**src/fmp_pkg.sv**
```systemverilog
// Shared types and constants for the fixed-point Mandelbrot pixel block.
// No dependencies; every other file imports this package.
`default_nettype none

package fmp_pkg;

  localparam int FX_W      = 64;   // fixed-point word
  localparam int CFG_IDX_W = 3;
  localparam int ARGB_W    = 32;

  // register indexes on the configuration port
  localparam logic [CFG_IDX_W-1:0] REG_CENTER_REAL = 3'd0;
  localparam logic [CFG_IDX_W-1:0] REG_CENTER_IMAG = 3'd1;
  localparam logic [CFG_IDX_W-1:0] REG_PIXEL_SCALE = 3'd2;
  localparam logic [CFG_IDX_W-1:0] REG_ITER_LIMIT  = 3'd3;
  localparam logic [CFG_IDX_W-1:0] REG_FRAME_W     = 3'd4;
  localparam logic [CFG_IDX_W-1:0] REG_FRAME_H     = 3'd5;

  localparam logic [7:0]        ALPHA_OPAQUE = 8'hFF;
  localparam logic [ARGB_W-1:0] ARGB_BLACK   = 32'hFF00_0000;

  // controller -> datapath
  typedef struct packed {
    logic latch_px;   // capture the pixel coordinate
    logic start_a;    // multiply half-width, half-height, x by scale
    logic cap_a;      // form real part of c and y origin
    logic start_b;    // multiply y by scale
    logic cap_b;      // form imaginary part of c, clear z
    logic start_it;   // z squared products
    logic advance;    // write back z, bump count
    logic load_out;   // fill output register
  } fmp_cmd_t;

  // datapath -> controller
  typedef struct packed {
    logic mul_done;
    logic lim_hit;
    logic escape;
  } fmp_sts_t;

endpackage

`default_nettype wire

```
**src/fmp_if.sv**
```systemverilog
// Channel interfaces: pixel input, colour result and configuration write.
// Uses fmp_pkg for the fixed widths.
`default_nettype none


interface fmp_cfg_if import fmp_pkg::*; ();
  logic                 valid;
  logic                 ready;
  logic [CFG_IDX_W-1:0] index;
  logic [FX_W-1:0]      data;
  modport source (output valid, index, data, input ready);
  modport sink   (input valid, index, data, output ready);
endinterface

`default_nettype wire

```
**src/fmp_regs.sv**
```systemverilog
// Configuration register file: view center, scale, iteration limit, frame size.
// Depends on fmp_pkg and fmp_cfg_if.
`default_nettype none

module fmp_regs import fmp_pkg::*; #(
  parameter int FRAC_BITS  = 36,
  parameter int COORD_BITS = 12,
  parameter int ITER_BITS  = 13
) (
  input  logic                  clk,
  input  logic                  rst_n,
  fmp_cfg_if.sink               cfg,
  output logic [FX_W-1:0]       center_real,
  output logic [FX_W-1:0]       center_imag,
  output logic [FX_W-2:0]       pixel_scale,
  output logic [ITER_BITS-1:0]  iter_limit,
  output logic [COORD_BITS:0]   frame_w,
  output logic [COORD_BITS:0]   frame_h
);

  // -0.5 and 3/400 in fixed point
  localparam logic [FX_W-1:0] CRE_RST   = ~((64'd1 << (FRAC_BITS - 1)) - 64'd1);
  localparam logic [FX_W-1:0] SCALE_RST = (64'd3 << FRAC_BITS) / 400;

  logic [FX_W-1:0]       cre_r, cim_r;
  logic [FX_W-2:0]       scale_r;
  logic [ITER_BITS-1:0]  limit_r;
  logic [COORD_BITS:0]   fw_r, fh_r;
  logic                  wr;

  assign cfg.ready = 1'b1;
  assign wr        = cfg.valid;

  always_ff @(posedge clk) begin
    if (!rst_n) begin
      cre_r   <= CRE_RST;
      cim_r   <= '0;
      scale_r <= SCALE_RST[FX_W-2:0];
      limit_r <= ITER_BITS'(256);
      fw_r    <= (COORD_BITS+1)'(400);
      fh_r    <= (COORD_BITS+1)'(368);
    end else if (wr) begin
      case (cfg.index)
        REG_CENTER_REAL: cre_r   <= cfg.data;
        REG_CENTER_IMAG: cim_r   <= cfg.data;
        REG_PIXEL_SCALE: scale_r <= cfg.data[FX_W-2:0];
        REG_ITER_LIMIT:  limit_r <= cfg.data[ITER_BITS-1:0];
        REG_FRAME_W:     fw_r    <= cfg.data[COORD_BITS:0];
        REG_FRAME_H:     fh_r    <= cfg.data[COORD_BITS:0];
        default: ;
      endcase
    end
  end

  assign center_real = cre_r;
  assign center_imag = cim_r;
  assign pixel_scale = scale_r;
  assign iter_limit  = limit_r;
  assign frame_w     = fw_r;
  assign frame_h     = fh_r;

endmodule

`default_nettype wire

```
**src/flat_wrapper.sv**
```systemverilog
// flat-port wrapper written by rule: the top's interface ports become plain ports
module fmp_regs_flat import fmp_pkg::*;
#(
  parameter int FRAC_BITS  = 36,
  parameter int COORD_BITS = 12,
  parameter int ITER_BITS  = 13
)
  (clk, rst_n, center_real, center_imag, pixel_scale, iter_limit, frame_w, frame_h, cfg_valid, cfg_index, cfg_data, cfg_ready);
  fmp_cfg_if cfg_i ();
  input  logic clk;
  input  logic rst_n;
  output logic [FX_W-1:0] center_real;
  output logic [FX_W-1:0] center_imag;
  output logic [FX_W-2:0] pixel_scale;
  output logic [ITER_BITS-1:0] iter_limit;
  output logic [COORD_BITS:0] frame_w;
  output logic [COORD_BITS:0] frame_h;
  input wire logic [$bits(cfg_i.valid)-1:0] cfg_valid;
  input wire logic [$bits(cfg_i.index)-1:0] cfg_index;
  input wire logic [$bits(cfg_i.data)-1:0] cfg_data;
  output wire logic [$bits(cfg_i.ready)-1:0] cfg_ready;
  assign cfg_i.valid = cfg_valid;
  assign cfg_i.index = cfg_index;
  assign cfg_i.data = cfg_data;
  assign cfg_ready = cfg_i.ready;
  fmp_regs #(.FRAC_BITS(FRAC_BITS), .COORD_BITS(COORD_BITS), .ITER_BITS(ITER_BITS)) u_core (.clk(clk), .rst_n(rst_n), .cfg(cfg_i), .center_real(center_real), .center_imag(center_imag), .pixel_scale(pixel_scale), .iter_limit(iter_limit), .frame_w(frame_w), .frame_h(frame_h));
endmodule
```
**config.mk**
```make
export PLATFORM = sky130hd
export DESIGN_NAME = fmp_regs_flat
export DESIGN_NICKNAME = d
export VERILOG_FILES = /design/src/fmp_pkg.sv /design/src/fmp_if.sv /design/src/fmp_regs.sv /design/src/flat_wrapper.sv
export SDC_FILE = /design/constraint.sdc
export NUM_CORES = 1
export LEC_CHECK = 0
export ABC_AREA = 1
export BUFFER_PORTS_ARGS = -buffer_cell sky130_fd_sc_hd__buf_2
export CAP_MARGIN = 20
export CORE_ASPECT_RATIO = 2
export CORE_MARGIN = 5
export CORE_UTILIZATION = 51
export CTS_CLUSTER_SIZE = 10
export DETAILED_ROUTE_END_ITERATION = 10
export GPL_TIMING_DRIVEN = 0
export PLACE_DENSITY = 0.81
export SYNTH_ARGS = -nofsm -noshare
export SYNTH_HDL_FRONTEND = slang
export SYNTH_SLANG_ARGS = --single-unit
```
**constraint.sdc**
```tcl
create_clock -name clk -period 1.95 [get_ports clk]
set_input_delay 0.39 -clock clk [delete_from_list [all_inputs] [get_ports clk]]
set_output_delay 0.39 -clock clk [all_outputs]
set_load 0.1 [all_outputs]
```
# After elaboration in Yosys (flattened, before gate mapping)
# Cells that the tools add are included.
[classes] eq_ne=5 n_reduce_logical=7
[ops] cell="$reduce_and 2->1" count=6
[ops] cell="$eq 3x2->1 const B" count=2
[ops] cell="$eq 3x3->1 const B" count=2
[ops] cell="$eq 3x1->1 const B" count=1
[ops] cell="$logic_not 3->1" count=1
[totals] regBits=230

# Depth between registers and ports, before layout
[logic_depth] depth_word=2 ltp_mapped=7

# Worst setup path after synthesis
# OpenSTA, ideal clock, no wires.
[synth_path] path_kind="flip-flop to output port" startpoint="reg u_core.cim_r[0] (netlist: u_core.center_imag[0])" endpoint="out center_imag[0]" arrival_ps=925 required_ps=1560 slack_ps=635 path_stages_with_launch=1 path_cell_list="dfxtp_1"
[synth_rtl] element="start: declaration" line="fmp_regs.sv:25" rtl="logic [FX_W-1:0] cre_r, cim_r;"
[synth_rtl] element="start signal: assignment" line="fmp_regs.sv:45" rtl="REG_CENTER_IMAG: cim_r <= cfg.data;"
[synth_rtl] element="end: declaration" line="flat_wrapper.sv:13" rtl="output logic [FX_W-1:0] center_imag;"
# No word-level cell between the ends.

# Worst setup path in the final report
[layout_path] startpoint="reg u_core.fw_r[0] (netlist: u_core.frame_w[0])" endpoint="out frame_w[0]"
[layout_rtl] element="start: declaration" line="fmp_regs.sv:28" rtl="logic [COORD_BITS:0] fw_r, fh_r;"
[layout_rtl] element="start signal: assignment" line="fmp_regs.sv:40" rtl="fw_r <= (COORD_BITS+1)'(400);"
[layout_rtl] element="start signal: assignment" line="fmp_regs.sv:48" rtl="REG_FRAME_W: fw_r <= cfg.data[COORD_BITS:0];"
[layout_rtl] element="end: declaration" line="flat_wrapper.sv:16" rtl="output logic [COORD_BITS:0] frame_w;"
# No word-level cell between the ends.

==> summary.md <==
| Metric | Value |
|---|---|
| Fin crit share | ~90% |
| Bufs and invs on worst path | 1 |
| Final Cell Area | between 10000 and 15000 µm² |
| Hold path depth | 3 |
| Syn_area_per_cell | 7.008 µm² |
| CP Data Required Time | between 1500 and 2000 ps |
| VDD IR max | 898.7 µV |
| Fmax | about 570 MHz |
| Synthesized instance count | around 1300 |
| Crit path from | u_core.frame_w[0]$_SDFFE_PN0P_ |
| Least-Margin Pin Slew | 657.2 ps |
| CORE AREA | between 15000 and 20000 µm² |
| Root Driver | clkbuf_16 |
| H-tree Lvls | 1 |
| Hold worst-path end | u_core.center_real[50]$_SDFFE_PN1P_ |
| First-pass GRT wire length | roughly 47000 µm |
| Setup repair bufs after CTS | 0 |
| Number of DRC markers in iteration 0 | between 400 and 500 |
| Largest net degree at the start of global routing | 13 |
| Initial Util | between 50% and 60% |
| CP max FO | 2 |
| Die width | approximately 100 µm |
| CTS buffer count | 26 |
| NumNets Final | between 1500 and 2000 |
| Number of global-route vias before repair | roughly 9200 |
| DRC errors left | 0 |
| Synth Cell Area | ~8900 µm² |
| HP Start | cfg_data[50] |
| CP Launch Type | flop |
| Critical path arrival | 1370 ps |
| Setup violators final | 0 |
| Initial antenna violation count | 0 |
| GRT Util Overall | between 20 and 30% |
| Via count | slightly above 9000 |
| Yosys cell types | 14 |
| Setup TNS | 0 ps |
| Die Area | a little over 20000 µm² |
| Routability congestion estimate | 0.9014 |
| Final hold viol count | 0 |
| Wirelength per Cell | approximately 17 µm |
| CTS tree | done |
| Max cap viols | 0 |
| Cell Area, Placed | between 10000 and 15000 µm² |
| Sink Count | between 200 and 250 |
| Slew Limit Fails | 0 |
| Outcome | complete, no violations |
| R2r setup slk | about 1300 ps |
| Crit Path Class | reg -> out |
| Crit Reg-Reg Startpoint | u_core.center_imag[49]$_SDFFE_PN0P_ |
| Overflow after GRT | 0 |
| Die Height | slightly below 200 µm |
| Most frequent cells in the layout | buf_2 (358), nor2_1 (358), nand2_1 (292) |
| Synthesized flop and latch total | 230 |
| Port-buffer cells | 298 |
| Detailed-route wire length | roughly 31000 µm |
| Slew headroom | a little under three fifths |
| FF-to-FF End | u_core.center_imag[49]$_SDFFE_PN0P_ |
| CP peak stage delay | ~450 ps |
| Slowest cell on crit path | buf_2 |
| Worst-path cell chain | buf_2 |
| Clock slew at reported path FFs | approximately 60 ps |
| Leakage | 5.930 nW |
| Layout cells sized above 1 | roughly 25% |
| Worst Skew | 0 ps |
| Worst Hold Class | in -> reg |
| N_diodes | 0 |
| Family with the most delay on the worst path | buffers and inverters |
| Area grow syn2layout | 27.15% |
| R2r worst-path depth | 2 |
| Tmin final | 1759 ps |
| Power density over cell area | around 1000 nW/µm² |
| Post-DP HPWL | between 20000 and 25000 µm |
| Warnings from Yosys | 0 |
| Vias/cell | roughly 5 |
| RSZ-0062 raised after global routing | false |
| # hold bufs at CTS | 0 |
| Ports | between 300 and 400 |
| Power, Total | between 10 and 15 mW |
| Std-Cell Rows | 68 |
| Seq/Total Area, Yosys | 51.45% |
| Mapped Nets | 1347 |
| Worst-case clock buffer depth | 3 |
| PostCTS Resize Cnt | 0 |
| Clock insertion delay at the later pin of the skew report | 510 ps |
| Drt pass-1 iters | 5 |
| Crit. End Element | primary output |
| Number of routed nets with antenna violations | 0 |
[synth_stat cells]
library cell	instances	area share (%)
conb_1	1	0.042
buf_4	5	0.42
nand2_1	292	12
buf_1	9	0.38
clkbuf_1	16	0.67
nor2_4	4	0.50
nand2_2	1	0.070
nor2_1	358	15
nand3_1	230	13
buf_2	60	3.4
o21ai_0	1	0.056
inv_1	68	2.9
inv_2	2	0.084
dfxtp_1	230	51
[flip-flops by register name, indices dropped and copies added, names as in the netlist]
name / cells
u_core.center_imag: 64
u_core.center_real: 64
u_core.pixel_scale: 63
u_core.frame_h: 13
u_core.frame_w: 13
u_core.iter_limit: 13
[cell families after synthesis]
kind of cell | Yosys count | synth area share [%]
simple gates | 885 | 40.70
flops | 230 | 51.45
buf+inv | 160 | 7.759
compound gates | 1 | 0.05587
other cells | 1 | 0.04190
[through the flow]
stage	setup slack (ps)	cells	hold slack (ps)	util (%)
finish	190.9	1812	88.60	65.89
global route	174.3	1812	88.51	65.89
CTS	180.8	1812	75.27	65.89
detailed placement	142.8	1785	447.8	61.97
global placement	119.7	1785	435.1	61.97
floorplan	635.1	1277	503.2	-
[report_power, final]
part           internal, mW  leakage [nW]  switching [mW]
logic                 0.385          3.73            1.87
clock network          2.41         0.333            1.79
registers              4.87          1.87          0.0884
[per-layer routing]
layer	GRT usage (%)	part of all wire, %
met1	29.73	35
met2	52.44	51
met3	5.496	6.9
met4	16.95	6.6
met5	0	0
[worst max-delay path by stage]
stage,endpoint,slack (ps),cells after the start
6_report,frame_w[0],190,1
5_1_grt,frame_w[0],170,1
4_1_cts,frame_w[0],180,1
3_5_place_dp,u_core.center_imag[42]$_SDFFE_PN0P_,140,5
3_3_place_gp,u_core.center_imag[42]$_SDFFE_PN0P_,120,5
2_1_floorplan,center_imag[0],640,0
[layout make-up]
cell class / instances / area, µm²
plain buffers: 90 / 431.7
clock buffers: 27 / 675.6
fillers: 1577 / 5892
inverters: 70 / 262.8
multi-input cells: 887 / 3651
flip-flops and latches: 230 / 4604
well taps: 210 / 262.8
repair buffers: 298 / 1491
No activity file was read; power rests on OpenSTA's default activity.
