[src/fmp_pkg.sv]
// Shared types and constants for the fixed-point Mandelbrot pixel block.
// No dependencies; every other file imports this package.
`default_nettype none

package fmp_pkg;

  localparam int FX_W      = 64;   // fixed-point word
  localparam int CFG_IDX_W = 3;
  localparam int ARGB_W    = 32;

  // register indexes on the configuration port
  localparam logic [CFG_IDX_W-1:0] REG_CENTER_REAL = 3'd0;
  localparam logic [CFG_IDX_W-1:0] REG_CENTER_IMAG = 3'd1;
  localparam logic [CFG_IDX_W-1:0] REG_PIXEL_SCALE = 3'd2;
  localparam logic [CFG_IDX_W-1:0] REG_ITER_LIMIT  = 3'd3;
  localparam logic [CFG_IDX_W-1:0] REG_FRAME_W     = 3'd4;
  localparam logic [CFG_IDX_W-1:0] REG_FRAME_H     = 3'd5;

  localparam logic [7:0]        ALPHA_OPAQUE = 8'hFF;
  localparam logic [ARGB_W-1:0] ARGB_BLACK   = 32'hFF00_0000;

  // controller -> datapath
  typedef struct packed {
    logic latch_px;   // capture the pixel coordinate
    logic start_a;    // multiply half-width, half-height, x by scale
    logic cap_a;      // form real part of c and y origin
    logic start_b;    // multiply y by scale
    logic cap_b;      // form imaginary part of c, clear z
    logic start_it;   // z squared products
    logic advance;    // write back z, bump count
    logic load_out;   // fill output register
  } fmp_cmd_t;

  // datapath -> controller
  typedef struct packed {
    logic mul_done;
    logic lim_hit;
    logic escape;
  } fmp_sts_t;

endpackage

`default_nettype wire

[src/fmp_ctrl.sv]
// Controller FSM: sequences the setup multiplies, iteration loop and output load.
// Depends on fmp_pkg (command and status structs).
`default_nettype none

module fmp_ctrl import fmp_pkg::*; (
  input  logic     clk,
  input  logic     rst_n,
  input  logic     in_valid,
  output logic     in_ready,
  output logic     out_valid,
  input  logic     out_ready,
  input  fmp_sts_t sts,
  output fmp_cmd_t cmd
);

  localparam logic [2:0] ST_IDLE   = 3'd0;
  localparam logic [2:0] ST_SET_A  = 3'd1;
  localparam logic [2:0] ST_WAIT_A = 3'd2;
  localparam logic [2:0] ST_SET_B  = 3'd3;
  localparam logic [2:0] ST_WAIT_B = 3'd4;
  localparam logic [2:0] ST_ITER   = 3'd5;
  localparam logic [2:0] ST_WAIT_I = 3'd6;
  localparam logic [2:0] ST_FINISH = 3'd7;

  logic [2:0] state_r, state_nxt;
  logic       out_valid_r, out_valid_nxt;

  always_comb begin
    state_nxt = state_r;
    cmd       = '0;
    case (state_r)
      ST_IDLE: begin
        cmd.latch_px = in_valid;
        if (in_valid) state_nxt = ST_SET_A;
      end
      ST_SET_A: begin
        cmd.start_a = 1'b1;
        state_nxt   = ST_WAIT_A;
      end
      ST_WAIT_A: begin
        if (sts.mul_done) begin
          cmd.cap_a = 1'b1;
          state_nxt = ST_SET_B;
        end
      end
      ST_SET_B: begin
        cmd.start_b = 1'b1;
        state_nxt   = ST_WAIT_B;
      end
      ST_WAIT_B: begin
        if (sts.mul_done) begin
          cmd.cap_b = 1'b1;
          state_nxt = ST_ITER;
        end
      end
      ST_ITER: begin
        if (sts.lim_hit) begin
          state_nxt = ST_FINISH;
        end else begin
          cmd.start_it = 1'b1;
          state_nxt    = ST_WAIT_I;
        end
      end
      ST_WAIT_I: begin
        if (sts.mul_done) begin
          if (sts.escape) begin
            state_nxt = ST_FINISH;
          end else begin
            cmd.advance = 1'b1;
            state_nxt   = ST_ITER;
          end
        end
      end
      ST_FINISH: begin
        // output register free, or its result leaves this cycle
        if (!out_valid_r || out_ready) begin
          cmd.load_out = 1'b1;
          state_nxt    = ST_IDLE;
        end
      end
      default: state_nxt = ST_IDLE;
    endcase
  end

  always_comb begin
    out_valid_nxt = out_valid_r;
    if (cmd.load_out) out_valid_nxt = 1'b1;
    else if (out_ready) out_valid_nxt = 1'b0;
  end

  always_ff @(posedge clk) begin
    if (!rst_n) begin
      state_r     <= ST_IDLE;
      out_valid_r <= 1'b0;
    end else begin
      state_r     <= state_nxt;
      out_valid_r <= out_valid_nxt;
    end
  end

  assign in_ready  = (state_r == ST_IDLE);
  assign out_valid = out_valid_r;

  a_accept_setup: assert property (@(posedge clk) disable iff (!rst_n)
    rst_n && in_valid && in_ready |=> state_r == ST_SET_A)
    else $error("transfer in did not start setup");

  a_load_valid: assert property (@(posedge clk) disable iff (!rst_n)
    rst_n && cmd.load_out |=> out_valid_r)
    else $error("output load lost");

  a_wait_hold: assert property (@(posedge clk) disable iff (!rst_n)
    rst_n && state_r == ST_WAIT_I && !sts.mul_done |=> state_r == ST_WAIT_I)
    else $error("left iteration wait before products ready");

endmodule

`default_nettype wire
[config.mk]
export PLATFORM = sky130hd
export DESIGN_NAME = fmp_ctrl
export DESIGN_NICKNAME = d
export VERILOG_FILES = /design/src/fmp_pkg.sv /design/src/fmp_ctrl.sv
export SDC_FILE = /design/constraint.sdc
export NUM_CORES = 1
export LEC_CHECK = 0
export ABC_AREA = 1
export BUFFER_PORTS_ARGS = -buffer_cell sky130_fd_sc_hd__buf_2
export CORE_AREA = 2 2 39 41
export CTS_CLUSTER_DIAMETER = 80
export DETAILED_ROUTE_END_ITERATION = 16
export DIE_AREA = 0 0 41 43
export GPL_TIMING_DRIVEN = 0
export MAX_ROUTING_LAYER = met4
export PLACE_DENSITY = 0.48
export SLEW_MARGIN = 20
export SYNTH_ARGS = -nofsm -noshare
export SYNTH_HDL_FRONTEND = slang
export SYNTH_SLANG_ARGS = --single-unit
[constraint.sdc]
create_clock -name clk -period 3.1 [get_ports clk]
set_clock_uncertainty 0.05 [all_clocks]
set_input_delay 0.62 -clock clk [delete_from_list [all_inputs] [get_ports clk]]
set_output_delay 0.62 -clock clk [all_outputs]
set_load 0.02 [all_outputs]
# After elaboration in Yosys (flattened, before gate mapping)
# Cells that the tools add are included.
# word_totals
regBits,4
elab_cells,42
# op_classes
reduce_logical,5
n_mux,23
eq_ne,12
# ops
cell,count
one-hot mux 3 bit (8 select lines),1
two-way mux 1 bit,16
two-way mux 3 bit,5
equality test 3 bit (second input constant),4
inequality test 2 bit (second input constant),5
equality test 3 x 2 -> 1 bit (second input constant),2
AND reduction 5 bit,1
equality test 3 x 1 -> 1 bit (second input constant),1
zero test 3 bit,1
two-way mux 2 bit,1
nonzero test 2 bit,1
zero test 1 bit,1
logical OR 1 bit,1

# Logic depth before layout (Yosys ltp)
# Gate-level depths: netlist of run 1.
# depth
depth_word,5
depth_mapped,7

# Worst setup path after synthesis of run 1
# Ideal clock, no wire load.
# synth_timing
kind,input to output
start,in sts[2] (netlist name)
end,out cmd[1] (netlist name)
path_buffers,0
cell_stages,2
required_ns,2.430
path_slack_ns,1.085
arrival_ns,1.345
cell_sequence,inv_1 > nor4_1
# synth_lines
item,line,text
"start, declared",fmp_ctrl.sv:12,"input fmp_sts_t sts,"
"end, declared",fmp_ctrl.sv:13,output fmp_cmd_t cmd

==> results of run 1 <==
area by class of cell:
type,count,area (µm²),area share (%)
flip-flops and latches,4,80.08,18.77
well taps,16,20.02,4.692
repair buffers,16,80.08,18.77
plain buffers,1,7.507,1.760
inverters,11,41.29,9.677
clock buffers,3,22.52,5.279
multi-input cells,36,175.2,41.06
report_power, final:
part           switching, mW  internal [mW]
combinational         0.0998         0.0532
clock                 0.0180         0.0431
sequential            0.0172         0.0638
total                  0.135          0.160
stage by stage:
step | utilization (%) | hold slack [ns] | area [µm²] | cells
finish | 30.83 | 0.5029 | 426.7 | 87
global route | 30.83 | 0.5783 | 426.7 | 87
CTS | 30.83 | 0.5129 | 426.7 | 87
detailed placement | 29.20 | 0.5068 | 404.1 | 84
global placement | 29.20 | 0.5073 | 404.1 | 84
floorplan | - | 0.5145 | 304.0 | 52
worst paths after layout:
kind / startpoint / to / slack, ns / cells after the start
setup / recovery: out_ready / cmd[0] / 1.10 / 7
hold / removal: out_valid / out_valid / 0.50 / 4
setup reg to reg: state_r[2] / state_r[1] / 1.92 / 7
hold reg to reg: out_valid / out_valid / 0.50 / 4
critical path, cell delays in order:
cell and delay (ns):
buf_2 0.09, nor2_1 0.15, inv_1 0.07, nand2_1 0.09
inv_1 0.04, buf_4 0.12, buf_2 0.14
per-layer routing:
metal	part of all wire [%]	track usage, %	vias to the layer above
met1	42	10.97	141
li1	-	-	196
met5	0	-	-
met2	51	13.75	8
met4	0	6.000	0
met3	7.0	1.571	0
layout by cell type, fill, tap and decap left out:
cell and count:
nand3_1 1, clkbuf_4 3, buf_4 1, inv_1 10
nor2_2 2, nand2_2 2, nor2_4 1, nor3_1 4
dfxtp_1 4, inv_2 1, nor2_1 7, o21ai_0 2
o21ai_1 1, a21oi_1 3, nand2_1 11, nor4_1 1
buf_2 16, nand3_2 1
cells by family after synthesis:
kind of cell / count (synthesis) / synth area share (%)
and+or+nand+nor: 30 / 47.74
buffers and inverters: 12 / 16.05
AOI/OAI and AO/OA: 6 / 9.874
DFF: 4 / 26.34
flip-flops by register name (all words and copies together) (netlist names):
signal and flops:
state_r 3, out_valid 1
==> reports/results.tsv, run 1 <==
stage	metric	value	unit
floorplanning	I/O Pins	17	
yosys	Synth async-reset ratio	0	%
yosys	Top FF cell, synth	dfxtp_1	
sta	Fin Setup TNS	0	ns
global_route	largest net degree at the start of global routing	8	
cts	Inserted Clock Buffers	3	
global_route	number of global-route vias before repair	305	
routing	1st-pass router iterations	4	
worst_setup_path	Arrival @ worst endpoint	1.33	ns
yosys	top-area cell type share of the netlist area	26.34	%
yosys	Synth area leaders	dfxtp_1 (26%), nand2_1 (14%), inv_1 (12%)	
placement	Routability Congestion	0.6461	
floorplanning	Die Wd	41	µm
routing	post-DR wirelength/cell	7.425	µm
finish	Area Growth Syn to Fin	40.33	%
sta	final period utilization	64.62	%
routing	DRC viols	0	
finish	Fillers	177	
sta	Fin. Hold Viols	0	
outcome	status	completed	
worst_setup_path	CP required	2.43	ns
hold_path	worst hold path type	reg -> reg	
floorplanning	die area	1763	µm²
sta	Max Clk Rate	499.2	MHz
cts	root buffer cell	clkbuf_4	
yosys	synthesized area	304.0	µm²
finish	antenna diode count	0	
sta	Slew HR	82.67	%
cts	Hold Buf Count CTS	0	
worst_setup_path	Crit. End Element	output port	
yosys	most common cell in the netlist	nand2_1	
sta	Slew @ Worst Pin	0.2596	ns
cts	H-tree depth	1	
cts	setup bufs post-CTS	0	
worst_setup_path	Critical Path Source Type	input pin	
cts	Resize count post-CTS	0	
yosys	cell taking the most area after synthesis	dfxtp_1	
worst_setup_path	critical path class	in -> out	
power_and_ir_drop	pwr dens	691.6	nW/µm²
sta	Setup WS post-layout	1.097	ns
finish	Nets	80	
floorplanning	die height	43	µm
global_route	initial antenna violation count	0	
yosys	syn avg cell area	5.847	µm²
cts	Clock Latency Late Sink	0.23	ns
finish	share of cells above drive strength 1	38.03	%
routing	drt first-iter violations	1	
power_and_ir_drop	LEAKAGE	0.2435	nW
yosys	Post-synth EDFFs	0	
yosys	sequential area share after synthesis	26.34	%
placement	post-placement setup slack	1.088	ns
power_and_ir_drop	post-route total power	0.2951	mW
yosys	Distinct cells, synth	16	
worst_setup_path	CP max FO	3	
routing	Vias	345	
global_route	first-pass GRT wire length	1.076	mm
yosys	Synth Register Bits	4	
global_route	total global routing overflow	0	
sta	RSZ-0062 raised after global routing	false	
placement	hpwl dp	566.6	µm
routing	Final ANT Viol Nets	0	
global_route	total track usage	9.269	%
routing	vias per cell	3.966	
sta	final setup violation count	0	
sta	Final Max Tran Viols	0	
cts	CTS sink count	4	
yosys	Net Count, Synth	59	
floorplanning	num rows	14	
sta	minimum clock period	2.003	ns
cts	Max clock buf depth	2	
power_and_ir_drop	maximum VDD drop	0.2246	mV
cts	clock-pin slew on the worst setup and hold paths	0.03	ns
yosys	synth cell count leaders	nand2_1 (11), inv_1 (10), nor2_1 (7), dfxtp_1 (4), nor3_1 (4)	
floorplanning	Initial Utilization	21.97	%
yosys	Synth Instances	52	
routing	Post-Route WL	646	µm
cts	CTS tree	built	
placement	Port Buffers	16	
yosys	Yosys Warn Count	0	
job	max-cap viol count	0	
floorplanning	core area	1384	µm²
Power figures use the tool's default switching activity.
==> run 2, diff against run 1 <==
Settings changed: PLACE_DENSITY 0.48 to 0.5.
Clock period 3.1 ns to 1.8 ns, I/O delays scaled along.
==> run 2 against run 1 <==
Effect of this change:
- sequential cell count stayed put
- worst setup slack got worse by 0.95 ns
- largest cell class unchanged
- sequential share of layout area grew 0.47 points
- clock-buffer cell count did not move
- critical path type is now reg -> out
- highest routed layer unchanged
- non-clock buffer count did not move
==> reports/results.tsv, run 2 (synthesis gave the netlist of run 1 again) <==
stage	metric	value	unit
routing	drt first-iter violations	1	
finish	Biggest register	state_r	
cts	Max clock buf depth	2	
power_and_ir_drop	clock network fraction of design power	21.3	%
power_and_ir_drop	pwr dens	1210	nW/µm²
global_route	total global routing overflow	0	
finish	Nets	80	
worst_setup_path	Slowest Stage Delay on Critical Path	0.38	ns
placement	Routability Congestion	0.7024	
floorplanning	Die Wd	41	µm
cts	Resize count post-CTS	0	
floorplanning	I/O Pins	17	
routing	Post-Route WL	704	µm
worst_setup_path	crit path cell chain	nand2_1, nor2_4, nand2_1, inv_1, buf_4, buf_2	
finish	share of cells above drive strength 1	40.85	%
worst_setup_path	critical path class	reg -> out	
routing	post-DR wirelength/cell	8.092	µm
sta	final setup violation count	0	
sta	Slew HR	86.01	%
floorplanning	die height	43	µm
global_route	first-pass GRT wire length	1.138	mm
cts	H-tree depth	1	
worst_setup_path	worst flop-to-flop path startpoint	state_r[1]	
hold_path	Hold Crit Start	rst_n	
outcome	status	completed	
finish	Fillers	156	
finish	max reg flops	3	
sta	Fin Setup TNS	0	ns
finish	commonest non-fill, non-tap cells in the layout	buf_2 (16), nand2_1 (11), inv_1 (10), nor2_1 (7), nor3_1 (4)	
worst_setup_path	Arrival @ worst endpoint	1.25	ns
cts	clock-pin slew on the worst setup and hold paths	0.04	ns
finish	antenna diode count	0	
power_and_ir_drop	Comb power frac	51.8	%
worst_setup_path	CP required	1.39	ns
sta	minimum clock period	1.657	ns
cts	CTS tree	built	
routing	vias per cell	4.138	
floorplanning	die area	1763	µm²
sta	Max Clk Rate	603.5	MHz
routing	Final ANT Viol Nets	0	
finish	most common cell after layout, fill and taps aside	buf_2	
cts	setup bufs post-CTS	0	
sta	Slew @ Worst Pin	0.2080	ns
routing	DRC viols	0	
power_and_ir_drop	Int Pwr	0.2788	mW
sta	Fin. Hold Viols	0	
finish	Area Growth Syn to Fin	41.15	%
global_route	largest net degree at the start of global routing	8	
global_route	number of global-route vias before repair	306	
power_and_ir_drop	maximum VDD drop	0.4314	mV
sta	final period utilization	92.06	%
power_and_ir_drop	Net Sw Power	0.2405	mW
sta	RSZ-0062 raised after global routing	false	
worst_setup_path	most common cell type on the critical path	nand2_1	
cts	CTS sink count	4	
cts	Inserted Clock Buffers	3	
worst_setup_path	Critical Path Source Type	flip-flop	
sta	Final Max Tran Viols	0	
cts	root buffer cell	clkbuf_4	
hold_path	worst hold path type	in -> reg	
worst_setup_path	Worst path slowest cell	dfxtp_1	
finish	Reg area	82.58	µm²
finish	multi-input logic area	175.2	µm²
power_and_ir_drop	Flop pwr share	26.9	%
worst_setup_path	CP max FO	5	
routing	Vias	360	
floorplanning	Initial Utilization	21.97	%
power_and_ir_drop	LEAKAGE	0.2442	nW
placement	hpwl dp	575	µm
sta	hold slack	0.3208	ns
global_route	initial antenna violation count	0	
placement	Port Buffers	16	
floorplanning	core area	1384	µm²
cts	Clock Latency Late Sink	0.24	ns
worst_setup_path	Crit. End Element	output port	
cts	Hold Buf Count CTS	0	
floorplanning	num rows	14	
job	max-cap viol count	0	
power_and_ir_drop	switch share	46.31	%
routing	1st-pass router iterations	4	
worst_setup_path	CP startpoint	state_r[1]	
global_route	total track usage	9.671	%
==> run 2: cell types whose count changed in the layout (fill, tap and decap cells not counted) <==
cell,delta
dfxtp_1,-2
dfxtp_2,+2
==> run 2: metrics by stage <==
step                      cell area (µm²)  instances  power [mW]  worst slack (ns)  utilization (%)
after floorplan                     304.0         52      0.3357            0.1700                -
after detailed placement            404.1         84      0.4100            0.2962            29.20
after CTS                           426.7         87      0.5257           0.04207            30.83
final                               429.2         87      0.5192            0.1430            31.01
after global routing                429.2         87      0.5799           0.02950            31.01
after global placement              404.1         84      0.4103            0.2882            29.20
==> run 2: per-layer routing <==
layer,global-route usage [%],part of all wire [%],up-vias,wire (µm)
met4,0,0,0,0
met5,-,0,-,0
met2,14.37,46,13,326
li1,-,-,198,-
met1,11.58,44,149,308
met3,6.283,9.8,0,69
==> run 2: critical path: cells and delay by family, from the launching register on <==
kind	cells	cell delay (ns)
AND/OR/NAND/NOR	3	0.35
flip-flops	1	0.38
buffers and inverters	3	0.29
==> run 2: cell type report <==
cell class / instances / share of cell area, %
inverter: 11 / 9.621
tap: 16 / 4.665
timing repair buffer: 16 / 18.66
buffer: 1 / 1.749
sequential: 4 / 19.24
multi-input combinational: 36 / 40.82
clock buffer: 3 / 5.248
==> run 2: final timing paths <==
check,endpoint,slack (ns),cells after the start
setup / recovery,cmd[0],0.14,6
hold / removal,state_r[1],0.32,3
setup reg to reg,state_r[2],0.70,7
hold reg to reg,state_r[0],0.52,4
==> run 2: power groups by stage <==
stage / combinational (mW) / clock (mW) / sequential [mW]
floorplan: 0.204 / 0 / 0.132
global placement: 0.270 / 0 / 0.140
detailed placement: 0.271 / 0 / 0.139
CTS: 0.272 / 0.116 / 0.138
global route: 0.311 / 0.125 / 0.144
finish: 0.269 / 0.111 / 0.140
==> run 3, diff against run 2 <==
Settings changed: ABC_AREA 1 to default.
==> run 3 against run 2 <==
Effect of this change:
- synthesized cell count shrank 31%
- global-route usage fell by 0.92 points
- worst setup slack better by 0.0028 ns
- worst hold slack gained 0.029 ns
- critical endpoint unchanged
==> reports/results.tsv, run 3 <==
stage	metric	value	unit
cts	Resize count post-CTS	0	
worst_setup_path	CP max FO	10	
floorplanning	die area	1763	µm²
sta	Fin. Hold Viols	0	
sta	Final Max Tran Viols	0	
floorplanning	num rows	14	
cts	H-tree depth	1	
yosys	Distinct cells, synth	18	
worst_setup_path	critical path endpoint	cmd[0]	
sta	Slew HR	82.47	%
yosys	synth cell count leaders	dfxtp_1 (4), nor2_1 (4), a21oi_1 (3), nor3_1 (3)	
sta	final period utilization	91.90	%
sta	Setup WS post-layout	0.1458	ns
cts	root buffer cell	clkbuf_4	
yosys	mux cell area share after synthesis	6.531	%
job	max-cap viol count	0	
sta	Slew @ Worst Pin	0.2624	ns
routing	Vias	307	
yosys	Top FF cell, synth	dfxtp_1	
routing	post-DR wirelength/cell	9.648	µm
yosys	post-synthesis adder-cell area fraction	0	%
routing	vias per cell	4.324	
floorplanning	Initial Utilization	22.15	%
finish	commonest non-fill, non-tap cells in the layout	buf_2 (16), nor2_1 (4), dfxtp_1 (4)	
yosys	Synth async-reset ratio	0	%
floorplanning	Die Wd	41	µm
cts	Inserted Clock Buffers	3	
placement	hpwl dp	497.9	µm
yosys	Post-synth EDFFs	0	
placement	Routability Congestion	0.7316	
yosys	sequential area share after synthesis	26.12	%
yosys	xor and xnor area share after synthesis	0	%
cts	setup bufs post-CTS	0	
global_route	total global routing overflow	0	
worst_setup_path	worst flop-to-flop path startpoint	state_r[2]	
yosys	Synth Register Bits	4	
routing	Post-Route WL	685	µm
global_route	total track usage	8.754	%
finish	share of cells above drive strength 1	50.91	%
routing	Final ANT Viol Nets	0	
cts	CTS sink count	4	
yosys	Yosys Warn Count	0	
worst_setup_path	CP startpoint	state_r[0]	
worst_setup_path	Crit. End Element	output port	
cts	Max clock buf depth	2	
global_route	first-pass GRT wire length	910	µm
yosys	compound-cell area share of the yosys netlist	10.20	%
sta	RSZ-0062 raised after global routing	false	
worst_setup_path	R2R cell count	4	
cts	Clock Latency Late Sink	0.25	ns
sta	minimum clock period	1.654	ns
cts	clock-pin slew on the worst setup and hold paths	0.04	ns
global_route	initial antenna violation count	0	
outcome	status	completed	
cts	Hold Buf Count CTS	0	
finish	most common cell after layout, fill and taps aside	buf_2	
yosys	cell taking the most area after synthesis	dfxtp_1	
finish	Biggest register	state_r	
worst_setup_path	critical path class	reg -> out	
placement	post-placement setup slack	0.2982	ns
placement	Port Buffers	16	
yosys	top-area cell type share of the netlist area	26.12	%
yosys	Synth Instances	36	
sta	Max Clk Rate	604.5	MHz
sta	Fin Setup TNS	0	ns
finish	Area Growth Syn to Fin	40.00	%
power_and_ir_drop	maximum VDD drop	0.1646	mV
yosys	synthesized area	306.5	µm²
routing	DRC viols	0	
power_and_ir_drop	pwr dens	701.5	nW/µm²
yosys	Net Count, Synth	43	
worst_setup_path	Arrival @ worst endpoint	1.24	ns
yosys	simple-gate area share of the yosys netlist	43.67	%
routing	1st-pass router iterations	4	
floorplanning	die height	43	µm
global_route	largest net degree at the start of global routing	11	
hold_path	worst hold path type	in -> reg	
floorplanning	core area	1384	µm²
routing	drt first-iter violations	11	
worst_setup_path	Worst R2R End	state_r[1]	
finish	Nets	64	
yosys	Synth area leaders	dfxtp_1 (26%), buf_6 (7.3%), mux2i_1 (6.5%)	
sta	final setup violation count	0	
worst_setup_path	r2r setup slk	0.78	ns
worst_setup_path	Critical Path Source Type	flip-flop	
finish	antenna diode count	0	
cts	CTS tree	built	
worst_setup_path	CP required	1.39	ns
yosys	main combinational cell family by area after synthesis	simple AND/OR/NAND/NOR gates	
power_and_ir_drop	LEAKAGE	0.2107	nW
finish	max reg flops	3	
floorplanning	I/O Pins	17	
yosys	syn avg cell area	8.515	µm²
global_route	number of global-route vias before repair	222	
-- run 3: where the power goes --
part	switching, mW	internal (mW)
Combinational	0.0477	0.0382
Sequential	0.00324	0.0943
Clock	0.0427	0.0750
Total	0.0936	0.207
-- run 3: layer usage --
| metal | vias to the layer above | share of wire (%) | wire length, µm | GRT usage, % |
|---|---|---|---|---|
| met5 | - | 0 | 0 | - |
| met4 | 0 | 5.0 | 34 | 14.00 |
| met3 | 4 | 4.2 | 29 | 1.571 |
| met2 | 9 | 48 | 331 | 10.31 |
| met1 | 133 | 42 | 288 | 9.032 |
| li1 | 161 | - | - | - |
-- run 3: area by class of cell --
type / instances / area [µm²]
Fill cell: 150 / 954.7
Multi-Input combinational cell: 27 / 185.2
Sequential cell: 4 / 80.08
Timing Repair Buffer: 16 / 80.08
Buffer: 4 / 37.54
Clock buffer: 3 / 22.52
Tap cell: 16 / 20.02
Inverter: 1 / 3.754
-- run 3: cell families (layout without fill, tap and decap cells) --
kind of cell | Yosys count | after routing
flip-flops | 4 | 4
multiplexers | 2 | 2
buffers and inverters | 5 | 24
AND/OR/NAND/NOR | 21 | 21
AO/OA/AOI/OAI | 4 | 4
-- run 3: worst min-delay path by stage --
stage | startpoint | end | slack, ns | depth (start not counted)
5_1_grt | sts[1] | state_r[0] | 0.36 | 3
2_1_floorplan | rst_n | out_valid | 0.48 | 2
3_3_place_gp | state_r[0] | state_r[0] | 0.60 | 2
6_report | sts[1] | state_r[0] | 0.35 | 3
3_5_place_dp | state_r[0] | state_r[0] | 0.59 | 2
4_1_cts | sts[1] | state_r[0] | 0.36 | 3
-- run 3: critical path, cell delays in order, from the launching register on --
cell and delay [ns]:
dfxtp_1 0.33, buf_4 0.17, nand3_1 0.10, nor2_1 0.14, buf_4 0.12, buf_2 0.14
-- run 3: through the flow --
stage / instance area, µm² / utilization (%) / hold slack [ns] / power [mW] / instances
after floorplan: 306.5 / - / 0.4826 / 0.1609 / 36
after global placement: 406.6 / 29.39 / 0.5987 / 0.1864 / 68
after detailed placement: 406.6 / 29.39 / 0.5880 / 0.1854 / 68
after CTS: 429.2 / 31.01 / 0.3555 / 0.3027 / 71
after global routing: 429.2 / 31.01 / 0.3630 / 0.3125 / 71
final: 429.2 / 31.01 / 0.3500 / 0.3011 / 71
